==> config.mk <==
export PLATFORM = sky130hd
export DESIGN_NAME = fractional_half_period_synth
export DESIGN_NICKNAME = d
export VERILOG_FILES = /design/src/rtl/core/fhps_pkg.sv /design/src/rtl/core/fhps_ctrl.sv /design/src/rtl/core/fhps_datapath.sv /design/src/rtl/core/fractional_half_period_synth.sv
export SDC_FILE = /design/constraint.sdc
export NUM_CORES = 1
export LEC_CHECK = 0
export ABC_CLOCK_PERIOD_IN_PS = 13600
export BUFFER_PORTS_ARGS = -buffer_cell sky130_fd_sc_hd__buf_2
export CORE_ASPECT_RATIO = 1.1
export CORE_UTILIZATION = 30
export DETAILED_ROUTE_END_ITERATION = 16
export GPL_TIMING_DRIVEN = 0
export MAX_ROUTING_LAYER = met4
export PLACE_DENSITY_LB_ADDON = 0.25
export SETUP_SLACK_MARGIN = 0.1
export SLEW_MARGIN = 20
export SYNTH_ARGS = -nofsm -noshare
export SYNTH_HDL_FRONTEND = slang
export SYNTH_HIERARCHICAL = 1
export SYNTH_SLANG_ARGS = --single-unit
==> constraint.sdc <==
create_clock -name clk -period 13.6 [get_ports clk]
set_clock_uncertainty 0.2 [all_clocks]
set_input_delay 1.36 -clock clk [delete_from_list [all_inputs] [get_ports clk]]
set_output_delay 1.36 -clock clk [all_outputs]
set_load 0.01 [all_outputs]
==> src/rtl/core/fhps_pkg.sv <==
// Shared types and constants for the fractional half-period synthesiser.
`timescale 1ns / 1ps

package fhps_pkg;

  localparam int FRAC_BITS = 24;

  // Field and register widths.
  localparam int CLK_W = 29;
  localparam int DLY_W = 4;
  localparam int HZ_W  = 26;
  localparam int MHZ_W = 11;
  localparam int CNT_OUT_W = 8;
  localparam int ST_W  = 2;
  localparam int ADDR_W = 1;

  // Divider widths: clk_hz * 1000 fits 39 bits, the denominator 38 bits when positive.
  localparam int NUM_W = 39;
  localparam int DEN_W = 40;
  localparam int REM_W = 38;
  localparam int Q_W   = 31;
  localparam int DIV_W = NUM_W + FRAC_BITS;
  localparam int STEP_W = $clog2(DIV_W);

  localparam logic [CLK_W-1:0] CLK_HZ_RST = CLK_W'(125000000);
  localparam logic [DLY_W-1:0] DELAY_RST  = DLY_W'(4);

  // Register indexes.
  localparam logic [ADDR_W-1:0] REG_CLK_HZ = 1'b0;
  localparam logic [ADDR_W-1:0] REG_DELAY  = 1'b1;

  // Status codes.
  localparam logic [ST_W-1:0] ST_OK     = 2'd0;
  localparam logic [ST_W-1:0] ST_REJECT = 2'd1;
  localparam logic [ST_W-1:0] ST_SAT    = 2'd2;

  typedef enum logic [1:0] {
    S_IDLE,
    S_DIV,
    S_FIN
  } state_t;

  typedef struct packed {
    logic tick;    // tick word accepted this cycle
    logic start;   // set word accepted: load numerator and denominator
    logic step;    // one restoring division step
    logic finish;  // round, commit and post the set result
  } cmd_t;

  typedef struct packed {
    logic out_free;  // output register empty or being taken
  } stat_t;

endpackage

==> src/rtl/core/fhps_ctrl.sv <==
// Sequencer for the fractional half-period synthesiser.
`timescale 1ns / 1ps

module fhps_ctrl (
  input  logic                 clk,
  input  logic                 rst_n,
  input  logic                 in_tvalid,
  input  logic                 req_type,
  input  fhps_pkg::stat_t      stat,
  output logic                 in_tready,
  output fhps_pkg::cmd_t       cmd
);

  fhps_pkg::state_t                 state_r, state_nxt;
  logic [fhps_pkg::STEP_W-1:0]      cnt_r, cnt_nxt;
  logic                             accept;

  always_ff @(posedge clk) begin
    if (!rst_n) begin
      state_r <= fhps_pkg::S_IDLE;
      cnt_r   <= '0;
    end else begin
      state_r <= state_nxt;
      cnt_r   <= cnt_nxt;
    end
  end

  always_comb begin
    state_nxt = state_r;
    cnt_nxt   = cnt_r;
    cmd       = '0;
    in_tready = 1'b0;
    accept    = 1'b0;
    unique case (state_r)
      fhps_pkg::S_IDLE: begin
        in_tready  = stat.out_free;
        accept     = in_tvalid && stat.out_free;
        cmd.tick   = accept && !req_type;
        cmd.start  = accept && req_type;
        if (accept && req_type) begin
          state_nxt = fhps_pkg::S_DIV;
          cnt_nxt   = fhps_pkg::STEP_W'(fhps_pkg::DIV_W - 1);
        end
      end
      fhps_pkg::S_DIV: begin
        cmd.step = 1'b1;
        if (cnt_r == '0) begin
          state_nxt = fhps_pkg::S_FIN;
        end else begin
          cnt_nxt = cnt_r - 1'b1;
        end
      end
      fhps_pkg::S_FIN: begin
        if (stat.out_free) begin
          cmd.finish = 1'b1;
          state_nxt  = fhps_pkg::S_IDLE;
        end
      end
      default: begin
        state_nxt = fhps_pkg::S_IDLE;
      end
    endcase
  end

endmodule

==> src/rtl/core/fhps_datapath.sv <==
// Datapath: config registers, period state, tick arithmetic, serial divider, output word.
`timescale 1ns / 1ps

module fhps_datapath (
  input  logic                               clk,
  input  logic                               rst_n,
  input  logic                               cfg_we,
  input  logic [fhps_pkg::ADDR_W-1:0]        cfg_addr,
  input  logic [fhps_pkg::CLK_W-1:0]         cfg_wdata,
  input  logic [fhps_pkg::HZ_W-1:0]          freq_hz,
  input  logic signed [fhps_pkg::MHZ_W-1:0]  freq_millihz,
  input  fhps_pkg::cmd_t                     cmd,
  output fhps_pkg::stat_t                    stat,
  input  logic                               out_tready,
  output logic                               out_tvalid,
  output logic [fhps_pkg::CNT_OUT_W-1:0]     half_period_count,
  output logic [fhps_pkg::ST_W-1:0]          status
);

  localparam int F = fhps_pkg::FRAC_BITS;

  logic [fhps_pkg::CLK_W-1:0]      clk_hz_r;
  logic [fhps_pkg::DLY_W-1:0]      delay_r;
  logic [31:0]                     period_r, period_nxt;
  logic [31:0]                     err_r, err_nxt;

  logic [fhps_pkg::DIV_W-1:0]      num_r, num_nxt;
  logic [fhps_pkg::DEN_W-1:0]      den_r, den_nxt;
  logic [fhps_pkg::REM_W-1:0]      rem_r, rem_nxt;
  logic [fhps_pkg::Q_W-1:0]        q_r, q_nxt;
  logic                            ovf_r, ovf_nxt;

  logic                            ov_r, ov_nxt;
  logic [fhps_pkg::CNT_OUT_W-1:0]  cnt_out_r, cnt_out_nxt;
  logic [fhps_pkg::ST_W-1:0]       st_out_r, st_out_nxt;

  logic [31:0]                     diff, wc;
  logic [fhps_pkg::NUM_W-1:0]      num_val;
  logic [fhps_pkg::REM_W:0]        trial;
  logic [fhps_pkg::REM_W:0]        den_ext;
  logic                            den_pos, round_up, reject;
  logic [31:0]                     q_rnd;

  // Config registers.
  always_ff @(posedge clk) begin
    if (!rst_n) begin
      clk_hz_r <= fhps_pkg::CLK_HZ_RST;
      delay_r  <= fhps_pkg::DELAY_RST;
    end else if (cfg_we) begin
      if (cfg_addr == fhps_pkg::REG_CLK_HZ) begin
        clk_hz_r <= cfg_wdata;
      end else if (cfg_addr == fhps_pkg::REG_DELAY) begin
        delay_r <= cfg_wdata[fhps_pkg::DLY_W-1:0];
      end
    end
  end

  // Tick: whole cycles from period less carried error; error keeps the fraction.
  assign diff = period_r - err_r;
  assign wc   = diff >> F;

  // Set: operands, then one quotient bit per step.
  assign num_val = fhps_pkg::NUM_W'(clk_hz_r) * fhps_pkg::NUM_W'(1000);
  assign den_ext = {1'b0, den_r[fhps_pkg::REM_W-1:0]};
  assign trial   = {rem_r, num_r[fhps_pkg::DIV_W-1]};
  assign den_pos = !den_r[fhps_pkg::DEN_W-1] && (den_r != '0);
  assign round_up = ({rem_r, 1'b0} >= den_ext);
  assign q_rnd    = 32'(q_r) + 32'(round_up);
  assign reject   = !den_pos || ovf_r || q_rnd[31];

  always_comb begin
    period_nxt = period_r;
    err_nxt    = err_r;
    num_nxt    = num_r;
    den_nxt    = den_r;
    rem_nxt    = rem_r;
    q_nxt      = q_r;
    ovf_nxt    = ovf_r;

    if (cmd.tick) begin
      err_nxt = err_r + (wc << F) - period_r;
    end
    if (cmd.start) begin
      num_nxt = {num_val, {F{1'b0}}};
      den_nxt = fhps_pkg::DEN_W'(freq_hz) * fhps_pkg::DEN_W'(2000)
              + {{(fhps_pkg::DEN_W-fhps_pkg::MHZ_W-1){freq_millihz[fhps_pkg::MHZ_W-1]}},
                 freq_millihz, 1'b0};
      rem_nxt = '0;
      q_nxt   = '0;
      ovf_nxt = 1'b0;
    end
    if (cmd.step) begin
      num_nxt = {num_r[fhps_pkg::DIV_W-2:0], 1'b0};
      ovf_nxt = ovf_r | q_r[fhps_pkg::Q_W-1];
      if (trial >= den_ext) begin
        rem_nxt = fhps_pkg::REM_W'(trial - den_ext);
        q_nxt   = {q_r[fhps_pkg::Q_W-2:0], 1'b1};
      end else begin
        rem_nxt = trial[fhps_pkg::REM_W-1:0];
        q_nxt   = {q_r[fhps_pkg::Q_W-2:0], 1'b0};
      end
    end
    if (cmd.finish && !reject) begin
      period_nxt = q_rnd - (32'(delay_r) << F);
    end
  end

  // Output word register.
  always_comb begin
    ov_nxt      = ov_r && !out_tready;
    cnt_out_nxt = cnt_out_r;
    st_out_nxt  = st_out_r;
    if (cmd.tick) begin
      ov_nxt = 1'b1;
      if (wc > 32'd255) begin
        cnt_out_nxt = '1;
        st_out_nxt  = fhps_pkg::ST_SAT;
      end else begin
        cnt_out_nxt = wc[fhps_pkg::CNT_OUT_W-1:0];
        st_out_nxt  = fhps_pkg::ST_OK;
      end
    end else if (cmd.finish) begin
      ov_nxt      = 1'b1;
      cnt_out_nxt = '0;
      st_out_nxt  = reject ? fhps_pkg::ST_REJECT : fhps_pkg::ST_OK;
    end
  end

  always_ff @(posedge clk) begin
    if (!rst_n) begin
      period_r <= '0;
      err_r    <= '0;
      ov_r     <= 1'b0;
    end else begin
      period_r <= period_nxt;
      err_r    <= err_nxt;
      ov_r     <= ov_nxt;
    end
  end

  always_ff @(posedge clk) begin
    num_r     <= num_nxt;
    den_r     <= den_nxt;
    rem_r     <= rem_nxt;
    q_r       <= q_nxt;
    ovf_r     <= ovf_nxt;
    cnt_out_r <= cnt_out_nxt;
    st_out_r  <= st_out_nxt;
  end

  assign stat.out_free     = !ov_r || out_tready;
  assign out_tvalid        = ov_r;
  assign half_period_count = cnt_out_r;
  assign status            = st_out_r;

endmodule

==> src/rtl/core/fractional_half_period_synth.sv <==
// Top level of the fractional half-period synthesiser.
`timescale 1ns / 1ps
//
//  channel | dir | handshake        | word
//  --------+-----+------------------+-----------------------------------------------
//  in_     | in  | tvalid/tready    | tuser: req_type; tdata: freq_hz, freq_millihz
//  out_    | out | tvalid/tready    | tdata: half_period_count, status
//  cfg_    | in  | we (no wait)     | addr 0 clk_hz, addr 1 delay_cycles
//
//  A tick word is worked out in the accept cycle and lands in the output register,
//  so ticks go through at one word per cycle while the output is taken.
//  A set word goes through S_DIV and then S_FIN: the bit-serial restoring divider yields one
//  quotient bit per cycle over the 39 + FRAC_BITS numerator bits, then rounds.
//  in_tready drops while a set word is in the divider or the output word is stalled.
//  Reset (rst_n low, synchronous) clears period, error and the output valid flag and
//  loads clk_hz = 125 MHz, delay_cycles = 4.

module fractional_half_period_synth (
  input  logic                           clk,
  input  logic                           rst_n,
  input  logic                           in_tvalid,
  output logic                           in_tready,
  input  logic                           in_tuser,   // [0] req_type
  input  logic [39:0]                    in_tdata,   // [25:0] freq_hz, [36:26] freq_millihz
  output logic                           out_tvalid,
  input  logic                           out_tready,
  output logic [15:0]                    out_tdata,  // [7:0] half_period_count, [9:8] status
  input  logic                           cfg_we,
  input  logic [fhps_pkg::ADDR_W-1:0]    cfg_addr,
  input  logic [fhps_pkg::CLK_W-1:0]     cfg_wdata
);

  fhps_pkg::cmd_t                      cmd;
  fhps_pkg::stat_t                     stat;
  logic [fhps_pkg::CNT_OUT_W-1:0]      half_period_count;
  logic [fhps_pkg::ST_W-1:0]           status;

  fhps_ctrl u_ctrl (
    .clk       (clk),
    .rst_n     (rst_n),
    .in_tvalid (in_tvalid),
    .req_type  (in_tuser),
    .stat      (stat),
    .in_tready (in_tready),
    .cmd       (cmd)
  );

  fhps_datapath u_dp (
    .clk               (clk),
    .rst_n             (rst_n),
    .cfg_we            (cfg_we),
    .cfg_addr          (cfg_addr),
    .cfg_wdata         (cfg_wdata),
    .freq_hz           (in_tdata[25:0]),
    .freq_millihz      ($signed(in_tdata[36:26])),
    .cmd               (cmd),
    .stat              (stat),
    .out_tready        (out_tready),
    .out_tvalid        (out_tvalid),
    .half_period_count (half_period_count),
    .status            (status)
  );

  assign out_tdata = {6'b0, status, half_period_count};

  // A stalled output word must hold back new input.
  a_stall_blocks_input: assert property (@(posedge clk) disable iff (!rst_n)
    (out_tvalid && !out_tready) |-> !in_tready)
    else $error("input accepted while output word stalled");

  // A tick word shows up at the output on the next cycle.
  a_tick_to_out: assert property (@(posedge clk) disable iff (!rst_n)
    (in_tvalid && in_tready && !in_tuser) |=> out_tvalid)
    else $error("tick word produced no output");

  // A set word occupies the divider: no new word the cycle after.
  a_set_busy: assert property (@(posedge clk) disable iff (!rst_n)
    (in_tvalid && in_tready && in_tuser) |=> !in_tready)
    else $error("input accepted during divide");

endmodule

# Word level (Yosys, flattened, before mapping)
# Index checks and enable logic that the tools add are counted.
[word_totals] regBits=262 out_inout_bits=18 elab_cells=92
[classes] n_addsub=8 multipliers=2 magnitude_cmp=3 eq_ne=6 muxes=31 n_bitwise=2 n_reduce_logical=25
[ops] operator="$mux W63" count=2
[ops] operator="$mux W38" count=3
[ops] operator="$ge A39 B38 Y1" count=2
[ops] operator="$sub A32 B32 Y32" count=2
[ops] operator="$mux W31" count=2
[ops] operator="$reduce_bool A40 Y1" count=1
[ops] operator="$add A38 B12 Y39" count=1
[ops] operator="$sub A38 B38 Y38" count=1
[ops] operator="$mul A29 B7 Y36 const B" count=1
[ops] operator="$mul A26 B7 Y33 const B" count=1
[ops] operator="$add A31 B1 Y32" count=1
[ops] operator="$add A32 B32 Y32" count=1
[ops] operator="$sub A32 B28 Y32" count=1
[ops] operator="$mux W8" count=3
[ops] operator="$mux W2" count=7
[ops] operator="$mux W6" count=2
[ops] operator="$pmux W6 S2" count=1
[ops] operator="$mux W1" count=10
[ops] operator="$gt A8 B8 Y1 const B" count=1
[ops] operator="$logic_and A1 B1 Y1" count=6
[ops] operator="$logic_not A1 Y1" count=6
[ops] operator="$logic_not A6 Y1" count=1
[ops] operator="$ne A2 B1 Y1 const B" count=3
[ops] operator="$pmux W2 S3" count=1
[ops] operator="other kinds (11)" count=17

# Logic depth before layout (Yosys ltp)
[depth] word_depth=8 depth_mapped=29

# Modules after synthesis
# The synthesis kept the hierarchy.
[modules_own_cells] mod="fhps_datapath" n_inst=1 cells_each=2668 area_each_um2=25565.8
[modules_own_cells] mod="fhps_ctrl" n_inst=1 cells_each=50 area_each_um2=493.0
[modules_own_cells] mod="fractional_half_period_synth" n_inst=1 cells_each=7 area_each_um2=48.8

# Least setup slack after synthesis
# No wires, ideal clock.
[synth_timing] path_kind="input -> register" start="input port in_tdata[5]" end="register u_dp/den_r[38] in the netlist's numbering (data pin)" setup_time_ps=266 arrival_ps=7184 setup_slack_ps=5950 cell_stages=23 n_path_buf=0 path_cell_list="inv_1 fa_1 fa_1 fa_1 fa_1 inv_1 ha_1 a21o_1 a21o_1 a211o_1 a2111oi_0 nor3_1 a211o_1 a21oi_1 xnor2_1 ha_1 a21oi_1 or3b_2 a21oi_1 nor2_1 a21oi_1 o221ai_1 xor2_1"
[synth_between] elab_chain_len=2
[synth_lines] item="start: declaration" line_no="fractional_half_period_synth.sv:24" source="input logic [39:0] in_tdata,"
[synth_lines] item="$mul A26 B7 Y33" line_no="fhps_datapath.sv:85" source="den_nxt = fhps_pkg::DEN_W'(freq_hz) * fhps_pkg::DEN_W'(2000)"
[synth_lines] item="$add A38 B12 Y39" line_no="fhps_datapath.sv:86" source="+ {{(fhps_pkg::DEN_W-fhps_pkg::MHZ_W-1){freq_millihz[fhps_pkg::MHZ_W-1]}},"
[synth_lines] item="end signal: assignment" line_no="fhps_datapath.sv:143" source="den_r <= den_nxt;"
[synth_lines] item="end: declaration" line_no="fhps_datapath.sv:28" source="logic [fhps_pkg::DEN_W-1:0] den_r, den_nxt;"
# No other way between the ends.
# A chain may end at the register's enable or synchronous reset.

# Worst setup path in the final report
[layout_timing] start="input port in_tdata[1]" end="register u_dp/den_r[38] in the netlist's numbering (data pin)"
# The elaborated chain is that of the path after synthesis.

==> impl_metrics.ini <==
[outcome]
status = complete, no violations

[placement]
gp_congestion = 0.8324
pre_cts_slack_ns = 4.966
dp.cells = 3965
post-dp-hpwl_um = 49030
io_buffers = 82

[setup_path]
cp.required_ns = 13.64
slowest_delay_ns = 0.58
r2r_setup_slack_ns = 7.33
reg2reg_depth = 28
path_delay_family = adder cells
r2r-end = u_dp/period_r[30]
path_buf_inv = 3
arrival_ns = 8.05
path_cells = buf_2 -> inv_1 -> fa_1 -> fa_1 -> fa_1 -> fa_1 -> inv_1 -> ha_1 -> o21a_1 -> a21o_1 -> a211o_1 -> a2111oi_0 -> nor3_1 -> a211o_1 -> a21oi_1 -> xnor2_1 -> ha_1 -> a21oi_1 -> or3b_2 -> a21oi_1 -> nor2_1 -> a21oi_1 -> o221ai_1 -> xor2_1
cp_max_fo = 5
critPathKind = input pin to flip-flop
startpoint_type = input pin
crit_path_end_kind = flip-flop
slowest_stage = fa_1
regToRegStartpoint = u_dp/den_r[1]

[pwr]
power_density_nw_per_um2 = 274.1
ir_drop_uv = 128.4
p_sw_mw = 3.701
p_leak_nw = 12.79
seq_power_share_pct = 16.7
clkPwrFrac_pct = 11.4
switching_share_pct = 46.28
pwr-share-comb_pct = 72.0
internal-power_mw = 4.296

[detailed_routing]
via_count = 18962
ant_nets = 0
dr.pass1.iters = 5
vias_per_cell = 4.708
wl_per_cell_um = 15.06
drtIter0Drc = 777
drt-total-wl_um = 60660
drc = 0

[global_routing]
grt_util_all_layers_pct = 14.32
grt_pass1_wl_um = 101000
grt_overflow = 0
grt_max_degree = 40
first_global_vias = 19558
antenna_found_initial = 4

[timing]
max_slew_margin_pct = 34.76
finalHoldViolations = 0
fmax_mhz = 124.8
finalMaxSlewViolations = 0
timing.hold.ws_ns = 0.2689
post-route-min-period_ns = 8.013
worst_pin_slew_ns = 0.9785
setup_viol = 0
min_period_over_period_pct = 58.92
fin_ws_ns = 5.587
rsz0062_at_grt = false
fin_setup_tns_ns = 0

[cells_and_area]
multi_input_area_sq_um = 17920
fillers = 9033
area_growth_pct = 11.73
nets = 3461
seqCellArea_sq_um = 6716
drive_above_1_share_pct = 6.296
layoutNonFillerInstCount = 4028

[synth]
synth_edf_count = 153
yosysTopAreaCellShare_pct = 17.60
postSynth.asyncResetShare_pct = 0
synthAdderAreaFrac_pct = 31.66
ys_ff_latch = 259
netlist_area_sq_um = 26110
yosysTopAreaCell = edfxtp_1
yosys_warnings = 6
synthDistinctLibCells = 82
muxShareOfSynthArea_pct = 1.711
synth_top_cells_by_area = edfxtp_1 (18%), fa_1 (16%), ha_1 (15%)
synth_top_family_by_area = adder cells
synth-main-ff-cell = edfxtp_1
seq_area_frac_synth_pct = 25.73
synthesis.instances = 2725
yosys.area_share.simple_pct = 13.17
synthXorXnorAreaFrac_pct = 6.173
synth_compound_area_share_pct = 15.82
avgSynthCellArea_sq_um = 9.581

[floorplan]
start_util_pct = 30.27
num_rows = 113
dieArea_sq_um = 88210
die_h_um = 311.4
core_area_sq_um = 86250
die_x_um = 283.3
num_io_pins = 94

[worst_hold_path]
worstHoldPathCells = 2
worstHoldPathType = flip-flop to flip-flop
min_to = u_dp/delay_r[1]
hold_path.startpoint = u_dp/delay_r[1]

[cts]
cts_setup_buffers = 0
clk_transition_reported_paths_ns = 0.05
cts_tree = done
ctsLongestPathBuffers = 3
clockRootBuffer = clkbuf_16
clock-sinks = 259
cts_hold_buf = 0
ctsHtreeMaxLevel = 2
ctsResizeCount = 0
clkLatencyLatePin_ns = 0.55
cts_buffers = 34

[run]
drv_cap = 0
## how the worst max path moves through the flow
stage,startpoint,end,slack [ns],cells after the start
2_1_floorplan,in_tdata[5],u_dp/den_r[38],5.95,23
3_3_place_gp,in_tdata[1],u_dp/den_r[38],4.99,24
3_5_place_dp,in_tdata[1],u_dp/den_r[38],4.97,24
4_1_cts,in_tdata[1],u_dp/den_r[38],5.55,24
5_1_grt,in_tdata[1],u_dp/den_r[38],5.07,24
6_report,in_tdata[1],u_dp/den_r[38],5.59,24
## Yosys cell counts (17+ instances only)
library cell	number
a211oi_1	17
a21boi_0	28
a21o_1	83
a21oi_1	167
a31oi_1	19
and2_1	45
clkbuf_1	56
dfxtp_1	106
edfxtp_1	153
fa_1	211
ha_1	323
inv_1	307
mux2i_1	39
nand2_1	215
nand2b_1	30
nand3_1	70
nand4_1	32
nor2_1	143
nor2b_1	54
nor3_1	26
o211a_1	31
o21a_1	32
o21ai_0	96
o21ai_1	26
o21bai_1	25
xnor2_1	115
xor2_1	69
## registers in the layout, indices dropped and copies added, names as in the netlist
name	cells
u_ctrl/cnt_r	6
u_ctrl/state_r	2
u_dp/clk_hz_r	29
u_dp/delay_r	4
u_dp/den_r	38
u_dp/err_r	32
u_dp/half_period_count	8
u_dp/num_r	36
u_dp/out_tvalid	1
u_dp/ovf_r	1
u_dp/period_r	32
u_dp/q_r	31
u_dp/rem_r	38
u_dp/status	1
## final cells by class
class	instances	share of cell area (%)
diodes	3	0.02574
plain buffers	78	1.171
inverters	307	3.950
well taps	1150	4.933
clock buffers	44	3.187
multi-input cells	2086	61.44
flip-flops and latches	259	23.02
repair buffers	85	1.638
clock inverters	16	0.6305
## worst register-to-register path: cells and delay by family, from the launching register on
family / cells / cell delay [ns]
AND/OR/NAND/NOR: 8 / 1.37
buffers and inverters: 1 / 0.05
XOR/XNOR: 2 / 0.34
flip-flops: 1 / 0.43
multiplexers: 1 / 0.09
adder cells (fa/ha/maj): 6 / 1.66
AO/OA/AOI/OAI: 10 / 2.05
## cell families after synthesis
family,after synthesis
AOI/OAI and AO/OA,622
other,2
and+or+nand+nor,695
muxes,44
adders and majority gates,534
DFF,259
xor gates and xnor gates,184
buffers and inverters,385
## through the flow
stage	utilization (%)	power, mW	instance area (sq um)
CTS	33.81	8.087	29160
global route	33.82	8.862	29170
finish	33.82	7.997	29170
detailed placement	32.52	7.114	28050
global placement	32.44	7.116	27980
floorplan	-	5.904	26130
## power groups by stage
stage          combinational (mW)  clock, mW  sequential (mW)
6_report                     5.76      0.910             1.33
3_5_place_dp                 5.76          0             1.35
4_1_cts                      5.80      0.946             1.34
5_1_grt                      6.54      0.968             1.36
2_1_floorplan                4.60          0             1.30
3_3_place_gp                 5.76          0             1.35
## routing by layer
layer	GRT usage [%]	wire [um]	up-vias
li1	-	-	9712
met1	18.42	28760	8965
met2	23.91	29030	211
met3	1.611	1645	74
met4	3.587	1223	0
met5	-	0	-
## cell usage in the layout, fill, tap and decap left out, types with 70 or more instances in the layout
cell,count
ha_1,323
inv_1,307
nand2_1,215
fa_1,211
a21oi_1,167
edfxtp_1,153
nor2_1,143
xnor2_1,115
dfxtp_1,106
o21ai_0,96
buf_2,91
a21o_1,83
nand3_1,70
Power figures use the tool's default switching activity.
